==> config.mk <==
export PLATFORM = sky130hd
export DESIGN_NAME = sacl_controller
export DESIGN_NICKNAME = d
export VERILOG_FILES = /design/src/hdl/sacl_pkg.sv /design/src/hdl/sacl_controller.sv
export SDC_FILE = /design/constraint.sdc
export NUM_CORES = 1
export LEC_CHECK = 0
export BUFFER_PORTS_ARGS = -buffer_cell sky130_fd_sc_hd__clkbuf_2
export CAP_MARGIN = 30
export CORE_AREA = 4 4 41 43
export DETAILED_ROUTE_END_ITERATION = 10
export DIE_AREA = 0 0 45 47
export GPL_TIMING_DRIVEN = 0
export SETUP_SLACK_MARGIN = 0.5
export SLEW_MARGIN = 20
export SYNTH_ARGS = -nofsm -noshare
export SYNTH_HDL_FRONTEND = slang
export SYNTH_SLANG_ARGS = --single-unit
==> constraint.sdc <==
create_clock -name clock -period 1.6 [get_ports clock]
set_input_delay 0.08 -clock clock [delete_from_list [all_inputs] [get_ports clock]]
set_output_delay 0.08 -clock clock [all_outputs]
set_load 0.02 [all_outputs]
==> src/hdl/sacl_pkg.sv <==
package sacl_pkg;

   localparam int CMD_W      = 2;
   localparam int OUTCOME_W  = 2;
   localparam int CNT_W      = 32;
   localparam int IN_ADDR_W  = 64;
   localparam int CSR_IDX_W  = 2;
   localparam int CSR_DATA_W = 6;
   localparam int SET_BITS_W = 4;
   localparam int OFF_BITS_W = 6;
   localparam int WAYS_W     = 4;

   localparam logic [CMD_W-1:0] CMD_LOAD    = 2'd0;
   localparam logic [CMD_W-1:0] CMD_STORE   = 2'd1;
   localparam logic [CMD_W-1:0] CMD_MODIFY  = 2'd2;
   localparam logic [CMD_W-1:0] CMD_UNKNOWN = 2'd3;

   localparam logic [OUTCOME_W-1:0] OUT_HIT   = 2'd0;
   localparam logic [OUTCOME_W-1:0] OUT_FILL  = 2'd1;
   localparam logic [OUTCOME_W-1:0] OUT_EVICT = 2'd2;

   localparam logic [CSR_IDX_W-1:0] CSR_SET_INDEX_BITS    = 2'd0;
   localparam logic [CSR_IDX_W-1:0] CSR_BLOCK_OFFSET_BITS = 2'd1;
   localparam logic [CSR_IDX_W-1:0] CSR_WAYS_IN_USE       = 2'd2;

   localparam logic [CNT_W-1:0] CNT_MAX = '1;

   typedef struct packed {
      logic clear;
      logic capture;
      logic lookup;
      logic commit;
      logic last;
   } sacl_cmd_type;

   typedef struct packed {
      logic clear_last;
      logic req_ignore;
      logic item_modify;
   } sacl_status_type;

endpackage

==> src/hdl/sacl_controller.sv <==
module sacl_controller
   import sacl_pkg::*;
(
   input  logic            clock,
   input  logic            reset,
   input  logic            req_valid,
   output logic            req_ready,
   output logic            rsp_valid,
   input  logic            rsp_ready,
   input  sacl_status_type status,
   output sacl_cmd_type    cmd
);

   typedef enum logic [3:0] {
      ST_CLEAR  = 4'b0001,
      ST_IDLE   = 4'b0010,
      ST_LOOKUP = 4'b0100,
      ST_UPDATE = 4'b1000
   } state_type;

   state_type state_ff, state_in;
   logic      pass_ff, pass_in;
   logic      rsp_valid_ff, rsp_valid_in;
   logic      out_free;

   assign out_free  = !rsp_valid_ff || rsp_ready;
   assign rsp_valid = rsp_valid_ff;

   always_comb begin
      state_in  = state_ff;
      pass_in   = pass_ff;
      req_ready = 1'b0;
      cmd       = '0;
      case (state_ff)
         ST_CLEAR: begin
            cmd.clear = 1'b1;
            if (status.clear_last) begin
               state_in = ST_IDLE;
            end
         end
         ST_IDLE: begin
            req_ready = 1'b1;
            if (req_valid && !status.req_ignore) begin
               cmd.capture = 1'b1;
               pass_in     = 1'b0;
               state_in    = ST_LOOKUP;
            end
         end
         ST_LOOKUP: begin
            cmd.lookup = 1'b1;
            state_in   = ST_UPDATE;
         end
         ST_UPDATE: begin
            // hold the read row until the output slot frees up
            if (out_free) begin
               cmd.commit = 1'b1;
               cmd.last   = !(status.item_modify && !pass_ff);
               if (!cmd.last) begin
                  pass_in  = 1'b1;
                  state_in = ST_LOOKUP;
               end else begin
                  req_ready = 1'b1;
                  if (req_valid && !status.req_ignore) begin
                     cmd.capture = 1'b1;
                     pass_in     = 1'b0;
                     state_in    = ST_LOOKUP;
                  end else begin
                     state_in = ST_IDLE;
                  end
               end
            end
         end
         default: begin
            state_in = ST_CLEAR;
         end
      endcase
   end

   always_comb begin
      if (cmd.commit) begin
         rsp_valid_in = 1'b1;
      end else if (rsp_ready) begin
         rsp_valid_in = 1'b0;
      end else begin
         rsp_valid_in = rsp_valid_ff;
      end
   end

   always_ff @(posedge clock) begin
      if (reset) begin
         state_ff     <= ST_CLEAR;
         pass_ff      <= 1'b0;
         rsp_valid_ff <= 1'b0;
      end else begin
         state_ff     <= state_in;
         pass_ff      <= pass_in;
         rsp_valid_ff <= rsp_valid_in;
      end
   end

endmodule

==> results of run 1 <==
## sequential cells by signal, summed over array words and instances (netlist names)
signal,count
pass_ff,1
rsp_valid,1
state_ff,4
## power by group through the flow
| stage | clock network (mW) | registers, mW | logic [mW] |
|---|---|---|---|
| CTS | 0.144 | 0.170 | 0.0921 |
| floorplan | 0 | 0.171 | 0.0468 |
| global route | 0.162 | 0.170 | 0.132 |
| global placement | 0 | 0.174 | 0.0658 |
| finish | 0.139 | 0.169 | 0.123 |
| detailed placement | 0 | 0.174 | 0.0677 |
## area by class of cell
| class | instances | area (um^2) | area share (%) |
|---|---|---|---|
| sequential | 6 | 135.1 | 18.12 |
| tap | 15 | 18.77 | 2.517 |
| clock buffer | 3 | 22.52 | 3.020 |
| buffer | 2 | 18.77 | 2.517 |
| timing repair buffer | 27 | 234.0 | 31.38 |
| inverter | 2 | 7.507 | 1.007 |
| multi-input combinational | 35 | 309.0 | 41.44 |
## metal layers
layer / global-route usage [%] / share of wire, %
met3: 3.448 / 3.1
met4: 7.018 / 1.2
met1: 12.56 / 36
met5: 0 / 0
met2: 22.32 / 59
## worst max-delay path: cells and delay by family, from the launching register on
| family | cells | cell delay (ps) |
|---|---|---|
| AO/OA/AOI/OAI | 1 | 180 |
| buffers and inverters | 1 | 100 |
| flip-flops | 1 | 360 |
| AND/OR/NAND/NOR | 3 | 630 |
## worst paths after layout
path	from	end	slack, ps	cells after the start
max	state_ff[0]$_SDFFE_PP1P_	cmd[3]	10	5
min	reset	rsp_valid$_SDFFE_PP0P_	70	2
max reg2reg	state_ff[2]$_SDFFE_PP0P_	state_ff[1]$_SDFFE_PP0P_	50	5
min reg2reg	pass_ff$_SDFFE_PP0P_	pass_ff$_SDFFE_PP0P_	490	2
## kinds of logic (layout without fill, tap and decap cells)
family                 Yosys count  after routing
AND/OR/NAND/NOR                 23             23
AO/OA/AOI/OAI                   12             12
buffers and inverters            4             34
flip-flops                       6              6
## timing repair
item,in CTS,in global routing
pin swaps,5,9
gates resized for setup,25,12
endpoints found under the setup margin,11,11
buffers inserted,5,9
## Yosys cell counts (all sizes together)
cell / instances / area, um^2
nor2: 5 / 18.77
o21bai: 2 / 15.01
nand2: 2 / 7.510
nor4b: 2 / 23.77
nor3: 2 / 15.01
inv: 2 / 7.510
a21boi: 1 / 7.510
or4b: 2 / 20.02
a221oi: 1 / 8.760
nand2b: 2 / 12.51
a21oi: 3 / 15.01
o31ai: 1 / 7.510
and2: 1 / 6.260
dfxtp: 6 / 120.1
buf: 2 / 15.01
o21ai: 4 / 20.02
nor3b: 1 / 7.510
nor2b: 5 / 31.28
and3b: 1 / 8.760
## stage by stage
| stage | utilization, % | hold slack, ps | setup WS, ps |
|---|---|---|---|
| 2_1_floorplan | - | 145.0 | 241.2 |
| 3_3_place_gp | 37.60 | 313.3 | 128.3 |
| 3_5_place_dp | 37.60 | 315.0 | 94.15 |
| 4_1_cts | 49.81 | 58.88 | -22.30 |
| 5_1_grt | 57.31 | 75.71 | -48.18 |
| 6_report | 57.31 | 70.28 | 14.10 |
==> results.toml, run 1 <==
[floorplan]
die_width_um = 45
rows = 13
core_area_um2 = 1301
pin_count = 14
initial_utilization_pct = 28.27
die_area_um2 = 2115
die_h_um = 47

[yosys]
dominant_combinational_cell_family_by_area_after_synthesis = "simple AND/OR/NAND/NOR gates"
synth.yosys.warnings = 0
postSynthRegisterBits = 6
synth_compound_gate_area_share_pct = 20.07
syn_avg_cell_area_um2 = 8.175
synth.net_count = 52
postSynthCellCount = 45
synthAdderAreaFrac_pct = 0
synth.yosys.seq_area_share_pct = 32.65
netlist-cell-type-count = 22
synth_xor_xnor_area_share_pct = 0
synth_area_um2 = 367.9
post_synthesis_simple_gate_area_fraction_pct = 41.16
mux_share_of_post_synthesis_cell_area_pct = 0

[power_and_ir_drop]
netSwitchingFraction_pct = 28.58
p_switching_mw = 0.1231
irDropWorstVdd_mv = 0.4159
power_density_nw_per_um2 = 577.8
cell_internal_pwr_mw = 0.3078
p_leak_nw = 0.3181
pwr-share-comb_pct = 28.5
totalPowerFinal_mw = 0.4309
clkPwrFrac_pct = 32.3
p_seq_share_pct = 39.2

[clocking]
ctsLongestPathBuffers = 2
ctsRootBufferMaster = "clkbuf_4"
clk_transition_reported_paths_ps = 40
post_cts_hold_buffer_count = 0
clock_sinks = 6
cts_made_buffers = 3
worst_skew_pair.late_latency_ps = 250
htree_num_levels = 1
tritoncts_clock_tree = "built"

[cells_and_area]
layout-drive-gt1-share_pct = 69.33
antenna_cells_inserted = 0
nFillCells = 130
top_library_cells_by_usage_in_the_layout_fill_and_taps_aside = "11 x buf_4, 8 x buf_6, 7 x clkbuf_2"
final_nets = 84
layoutNonFillerInstCount = 90
commonest_non_fill_non_tap_cell_in_the_layout = "buf_4"
flow.area_growth_from_synthesis_pct = 102.7
fin_area_um2 = 745.7

[sta]
timing.final.hold_violations = 0
finalCriticalPeriod_ps = 1586
slew_viol_final = 0
setup_viol = 0
slew_headroom_pct = 69.19
fmaxAchievable_ghz = 0.6306
rsz0062_at_grt = "yes"
setup_total_negative_slack_ps = 0
worstMarginPinSlew_ps = 461.3
finClkSkew_ps = 7.642
post-route-period-util_pct = 99.12

[routing]
remaining_drc_errors = 0
antenna_left = 0
drt-vias-per-instance = 4.844
routed-via-count = 436
wire_per_inst_um = 14.16
firstDrtPassIters = 4
postRouteWirelength_mm = 1.274
drt_first_iter_violations = 9

[global_routing]
vias_in_the_first_global_route = 407
antenna_found_initial = 0
maximum_number_of_pins_on_one_net_before_global_route_repair = 10
gr-usage-all-layers_pct = 12.26
grt_first_pass_wirelength_mm = 1.807
grt_overflow_total = 0

[setup_path]
cp_cell_sequence = "nor4b_4 -> nand2_2 -> o21ai_4 -> and2_4 -> buf_8"
worstSetupPathType = "flop to output port"
cp_max_fo = 5
crit_arrival_ps = 1510
cp_data_required_time_ps = 1520
critical-path-slowest-cell = "dfxtp_4"
endpoint_kind = "output port"
setup.worst_path.start_class = "flop"
critPathMaxStageDelay_ps = 360

[status]
outcome = "complete, no violations"

[place]
port-buffer-count = 13
dpl-instance-area_um2 = 489.2
dp_cells = 73
dpl.hpwl_um = 696.1
routabilityCongestion = 0.6994

[run]
drv.max_cap_violation_count = 0

[worst_hold_path]
hold_wc_path_type = "input port to flop"
(Power assumes the default switching activity.)
==> run 2: changes to the inputs <==
==> constraint.sdc (replaced) <==
create_clock -name clock -period 1.6 [get_ports clock]
set_input_delay 0.32 -clock clock [delete_from_list [all_inputs] [get_ports clock]]
set_output_delay 0.32 -clock clock [all_outputs]
set_load 0.02 [all_outputs]
==> results.toml, run 2 (synthesis results as in run 1) <==
[status]
outcome = "finished with violations"
failed_checks = "setup timing"

[routing]
drt-vias-per-instance = 4.735
routed-via-count = 393
firstDrtPassIters = 4
drt_first_iter_violations = 3
wire_per_inst_um = 11.33
postRouteWirelength_um = 940
remaining_drc_errors = 0
antenna_left = 0

[setup_path]
r2r_end = "pass_ff$_SDFFE_PP0P_"
crit_buf_inv = 1
cp_max_fo = 6
r2r.worst_path.cells = 6
critPathMaxStageDelay_ps = 570
worstSetupPathType = "flop to output port"
cp_cell_sequence = "or4b_4 -> o21ai_4 -> and2_4 -> buf_8"
critical-path-slowest-cell = "or4b_4"
critPathCapture = "cmd[3]"
cp_data_required_time_ps = 1280
worst-path-stages = 4
endpoint_kind = "output port"
path_delay_family = "simple AND/OR/NAND/NOR gates"
crit_arrival_ps = 1500
timing.rr.start = "state_ff[0]$_SDFFE_PP1P_"
startpoint = "state_ff[0]$_SDFFE_PP1P_"
internal_reg_to_reg_setup_slack_ps = -40
setup.worst_path.start_class = "flop"

[sta]
timing.final.hold_violations = 0
post-route-period-util_pct = 113.5
worstMarginPinSlew_ps = 515.2
rsz0062_at_grt = "yes"
setup_viol = 7
slew_headroom_pct = 65.17
finClkSkew_ps = 2.088
slew_viol_final = 0
timing.final.ws_setup_ps = -216.1
fmaxAchievable_ghz = 0.5506
finalCriticalPeriod_ps = 1816

[power_and_ir_drop]
p_switching_mw = 0.1023
netSwitchingFraction_pct = 26.65
cell_internal_pwr_mw = 0.2816
power_density_nw_per_um2 = 623.7
p_leak_nw = 0.2674
pwr-share-comb_pct = 21.5
p_seq_share_pct = 43.6
clkPwrFrac_pct = 34.9
irDropWorstVdd_mv = 0.3164

[cells_and_area]
commonest_non_fill_non_tap_cell_in_the_layout = "clkbuf_2"
flow.area_growth_from_synthesis_pct = 67.35
antenna_cells_inserted = 0
top_library_cells_by_usage_in_the_layout_fill_and_taps_aside = "9 x clkbuf_2, 8 x buf_4, 5 x nor2b_1"
final_nets = 77
area_of_combinational_cells_with_multiple_inputs_um2 = 270.3
layout.area.seq_um2 = 135.1
fin_area_um2 = 615.6
layout-drive-gt1-share_pct = 57.35
max_flop_register = "state_ff"
nFillCells = 140
largest_register_ff_count = 4
layoutNonFillerInstCount = 83

[global_routing]
vias_in_the_first_global_route = 404
maximum_number_of_pins_on_one_net_before_global_route_repair = 10
antenna_found_initial = 0
grt_overflow_total = 0
gr-usage-all-layers_pct = 10.13
grt_first_pass_wirelength_mm = 1.573

[place]
dp_cells = 73
routabilityCongestion = 0.7362
dpl-instance-area_um2 = 484.2
dpl.hpwl_um = 673
port-buffer-count = 13

[run]
drv.max_cap_violation_count = 0

[worst_hold_path]
hold_wc_path_type = "input port to flop"

[clocking]
htree_num_levels = 1
clk_transition_reported_paths_ps = 40
worst_skew_pair.late_latency_ps = 240
cts_made_buffers = 3
tritoncts_clock_tree = "built"
ctsLongestPathBuffers = 2
post_cts_hold_buffer_count = 0
ctsRootBufferMaster = "clkbuf_4"
clock_sinks = 6

[floorplan]
die_h_um = 47
die_width_um = 45
rows = 13
initial_utilization_pct = 28.27
pin_count = 14
core_area_um2 = 1301
die_area_um2 = 2115
==> run 2: worst min path at each step <==
| stage | from | to | slack (ps) | cells past startpoint |
|---|---|---|---|---|
| floorplan | reset | state_ff[3]$_SDFFE_PP0P_ | 380 | 1 |
| finish | reset | state_ff[3]$_SDFFE_PP0P_ | 290 | 2 |
| CTS | reset | state_ff[3]$_SDFFE_PP0P_ | 300 | 2 |
| global route | reset | rsp_valid$_SDFFE_PP0P_ | 340 | 2 |
| detailed placement | pass_ff$_SDFFE_PP0P_ | pass_ff$_SDFFE_PP0P_ | 480 | 2 |
| global placement | pass_ff$_SDFFE_PP0P_ | pass_ff$_SDFFE_PP0P_ | 470 | 2 |
==> run 2: metal layers <==
layer | routed length, um | part of all wire [%] | up-vias | track usage [%]
met5 | 0 | 0 | - | 0
met4 | 6 | 0.64 | 0 | 8.772
met3 | 30 | 3.2 | 2 | 1.149
met2 | 494 | 53 | 7 | 16.67
met1 | 408 | 43 | 180 | 11.67
li1 | - | - | 204 | -
==> run 2: per-stage QoR <==
stage	hold slack (ps)	setup slack, ps	total power [mW]	utilization, %	setup TNS (ps)
CTS	299.3	-245.7	0.3839	42.98	-952.5
global route	341.4	-250.8	0.4010	47.31	-1342
detailed placement	476.6	-82.34	0.2410	37.21	-82.34
global placement	473.6	-66.72	0.2388	37.21	-66.72
finish	292.9	-216.1	0.3839	47.31	-970.6
floorplan	385.0	35.24	0.2176	-	0
==> run 2: area by class of cell <==
class	instances	share of cell area (%)
Buffer	2	2.439
Clock buffer	3	3.659
Inverter	2	1.220
Multi-Input combinational cell	35	43.90
Sequential cell	6	21.95
Tap cell	15	3.049
Timing Repair Buffer	20	23.78
==> run 2: power by group through the flow <==
| stage | clock network (mW) | logic (mW) | registers, mW |
|---|---|---|---|
| after floorplan | 0 | 0.0466 | 0.171 |
| after global placement | 0 | 0.0655 | 0.173 |
| after detailed placement | 0 | 0.0666 | 0.174 |
| after CTS | 0.141 | 0.0741 | 0.169 |
| after global routing | 0.142 | 0.0893 | 0.169 |
| final | 0.134 | 0.0826 | 0.167 |
==> run 2: worst register-to-register path, stage by stage (launching register included) <==
cell,delay (ps)
dfxtp_4,360
or4b_4,570
buf_4,160
buf_6,100
a21boi_1,140
o21ai_1,140
a21oi_1,70
==> run 2: timing repair <==
| action | CTS | global route |
|---|---|---|
| resized for setup | 8 | 12 |
| pin swaps | 5 | 7 |
| setup endpoints to repair | 11 | 12 |
| buffers inserted | 4 | 3 |
==> run 3: changes to the inputs <==
- CORE_AREA: 4 4 41 43 -> 2 2 39 41
- DIE_AREA: 0 0 45 47 -> 0 0 41 43
==> results.toml, run 3 (synthesis results as in run 1) <==
[cells_and_area]
flow.area_growth_from_synthesis_pct = 82.31
layout-drive-gt1-share_pct = 62.32
final_nets = 78
max_flop_register = "state_ff"
largest_register_ff_count = 4
antenna_cells_inserted = 0
top_library_cells_by_usage_in_the_layout_fill_and_taps_aside = "7 x buf_4, 7 x clkbuf_2, 5 x nor2b_1, 5 x nor2_1"

[worst_hold_path]
hold_wc_path_type = "input port to flop"

[setup_path]
critical-path-slowest-cell = "or4b_4"
cp_cell_sequence = "or4b_4 -> o21ai_4 -> buf_4 -> clkbuf_8"
cp_data_required_time_ps = 1280
setup.worst_path.start_class = "flop"
cp_max_fo = 5
worstSetupPathType = "flop to output port"
critPathMaxStageDelay_ps = 560
endpoint_kind = "output port"
crit_arrival_ps = 1500

[clocking]
clk_transition_reported_paths_ps = 40
worst_skew_pair.late_latency_ps = 250
clock_sinks = 6
ctsRootBufferMaster = "clkbuf_4"
htree_num_levels = 1
cts_made_buffers = 3
tritoncts_clock_tree = "built"
ctsLongestPathBuffers = 2

[power_and_ir_drop]
p_switching_mw = 0.1226
pwr-share-comb_pct = 28.6
totalPowerFinal_mw = 0.4360
netSwitchingFraction_pct = 28.12
power_density_nw_per_um2 = 650.1
cell_internal_pwr_mw = 0.3134
clkPwrFrac_pct = 33.1
p_seq_share_pct = 38.3
irDropWorstVdd_mv = 0.3512
p_leak_nw = 0.2800

[sta]
timing.final.ws_setup_ps = -221.1
slew_viol_final = 0
worst_case_hold_slack_ps = 289.2
post-route-period-util_pct = 113.8
worstMarginPinSlew_ps = 478.9
slew_headroom_pct = 68.01
rsz0062_at_grt = "yes"
finalCriticalPeriod_ps = 1821
setup_viol = 6
finClkSkew_ps = 8.282
timing.final.hold_violations = 0
fmaxAchievable_ghz = 0.5491

[floorplan]
core_area_um2 = 1384
die_area_um2 = 1763
initial_utilization_pct = 26.58
die_width_um = 41
pin_count = 14
die_h_um = 43
rows = 14

[place]
routabilityCongestion = 0.6765
dpl.hpwl_um = 630.6
port-buffer-count = 13

[routing]
wire_per_inst_um = 11.35
routed-via-count = 407
postRouteWirelength_um = 965
remaining_drc_errors = 0
drt_first_iter_violations = 2
drt-vias-per-instance = 4.788
firstDrtPassIters = 2
antenna_left = 0

[global_routing]
antenna_found_initial = 0
gr-usage-all-layers_pct = 13.86
maximum_number_of_pins_on_one_net_before_global_route_repair = 10
grt_first_pass_wirelength_mm = 1.621
grt_overflow_total = 0
vias_in_the_first_global_route = 419

[status]
failed_checks = "setup timing"
outcome = "finished with violations"

[run]
drv.max_cap_violation_count = 0
==> run 3: power by group through the flow <==
stage,Sequential (mW),Clock (mW),Combinational [mW]
after floorplan,0.171,0,0.0466
after global placement,0.173,0,0.0655
after global routing,0.168,0.158,0.136
after CTS,0.169,0.150,0.118
final,0.167,0.144,0.125
after detailed placement,0.174,0,0.0659
==> run 3: worst paths after layout <==
check,end,startpoint,slack (ps),cells after the start
max,req_ready,state_ff[0]$_SDFFE_PP1P_,-220,4
min,state_ff[3]$_SDFFE_PP0P_,reset,290,2
max reg2reg,pass_ff$_SDFFE_PP0P_,state_ff[0]$_SDFFE_PP1P_,100,5
min reg2reg,pass_ff$_SDFFE_PP0P_,pass_ff$_SDFFE_PP0P_,480,2
==> run 3: layout make-up <==
type	instances	area [um^2]
flip-flops and latches	6	135.1
multi-input cells	35	286.5
clock buffers	3	22.52
well taps	16	20.02
fillers	136	713.2
inverters	2	7.507
plain buffers	2	18.77
repair buffers	21	180.2
==> run 3: per-layer routing <==
metal | part of all wire, % | wire [um] | track usage, %
met1 | 43 | 415 | 16.08
met3 | 2.8 | 27 | 3.141
met5 | 0 | 0 | 0
met4 | 3.5 | 34 | 12.00
met2 | 50 | 487 | 20.00
==> run 3: per-stage QoR <==
| step | std cells | TNS, ps | area, um^2 | setup slack (ps) | util (%) |
|---|---|---|---|---|---|
| finish | 85 | -798.5 | 670.6 | -221.1 | 48.46 |
| global route | 85 | -1135 | 670.6 | -254.5 | 48.46 |
| CTS | 85 | -965.5 | 649.4 | -239.5 | 46.93 |
| detailed placement | 74 | -71.92 | 485.5 | -71.92 | 35.08 |
| global placement | 74 | -65.24 | 485.5 | -65.24 | 35.08 |
| floorplan | 45 | 0 | 400.4 | 35.24 | - |
==> run 3: repair_timing <==
item                       CTS  global route
hold buffers                 0             0
gates resized for setup     19            10
setup endpoints to repair   11            13
pin swaps                    5             7
setup buffers                8             0
==> run 3: worst max-delay path: cells and delay by family (launching register included) <==
family          cells  cell delay [ps]
simple gates        1              560
buf+inv             2              260
compound gates      1               80
flops               1              350
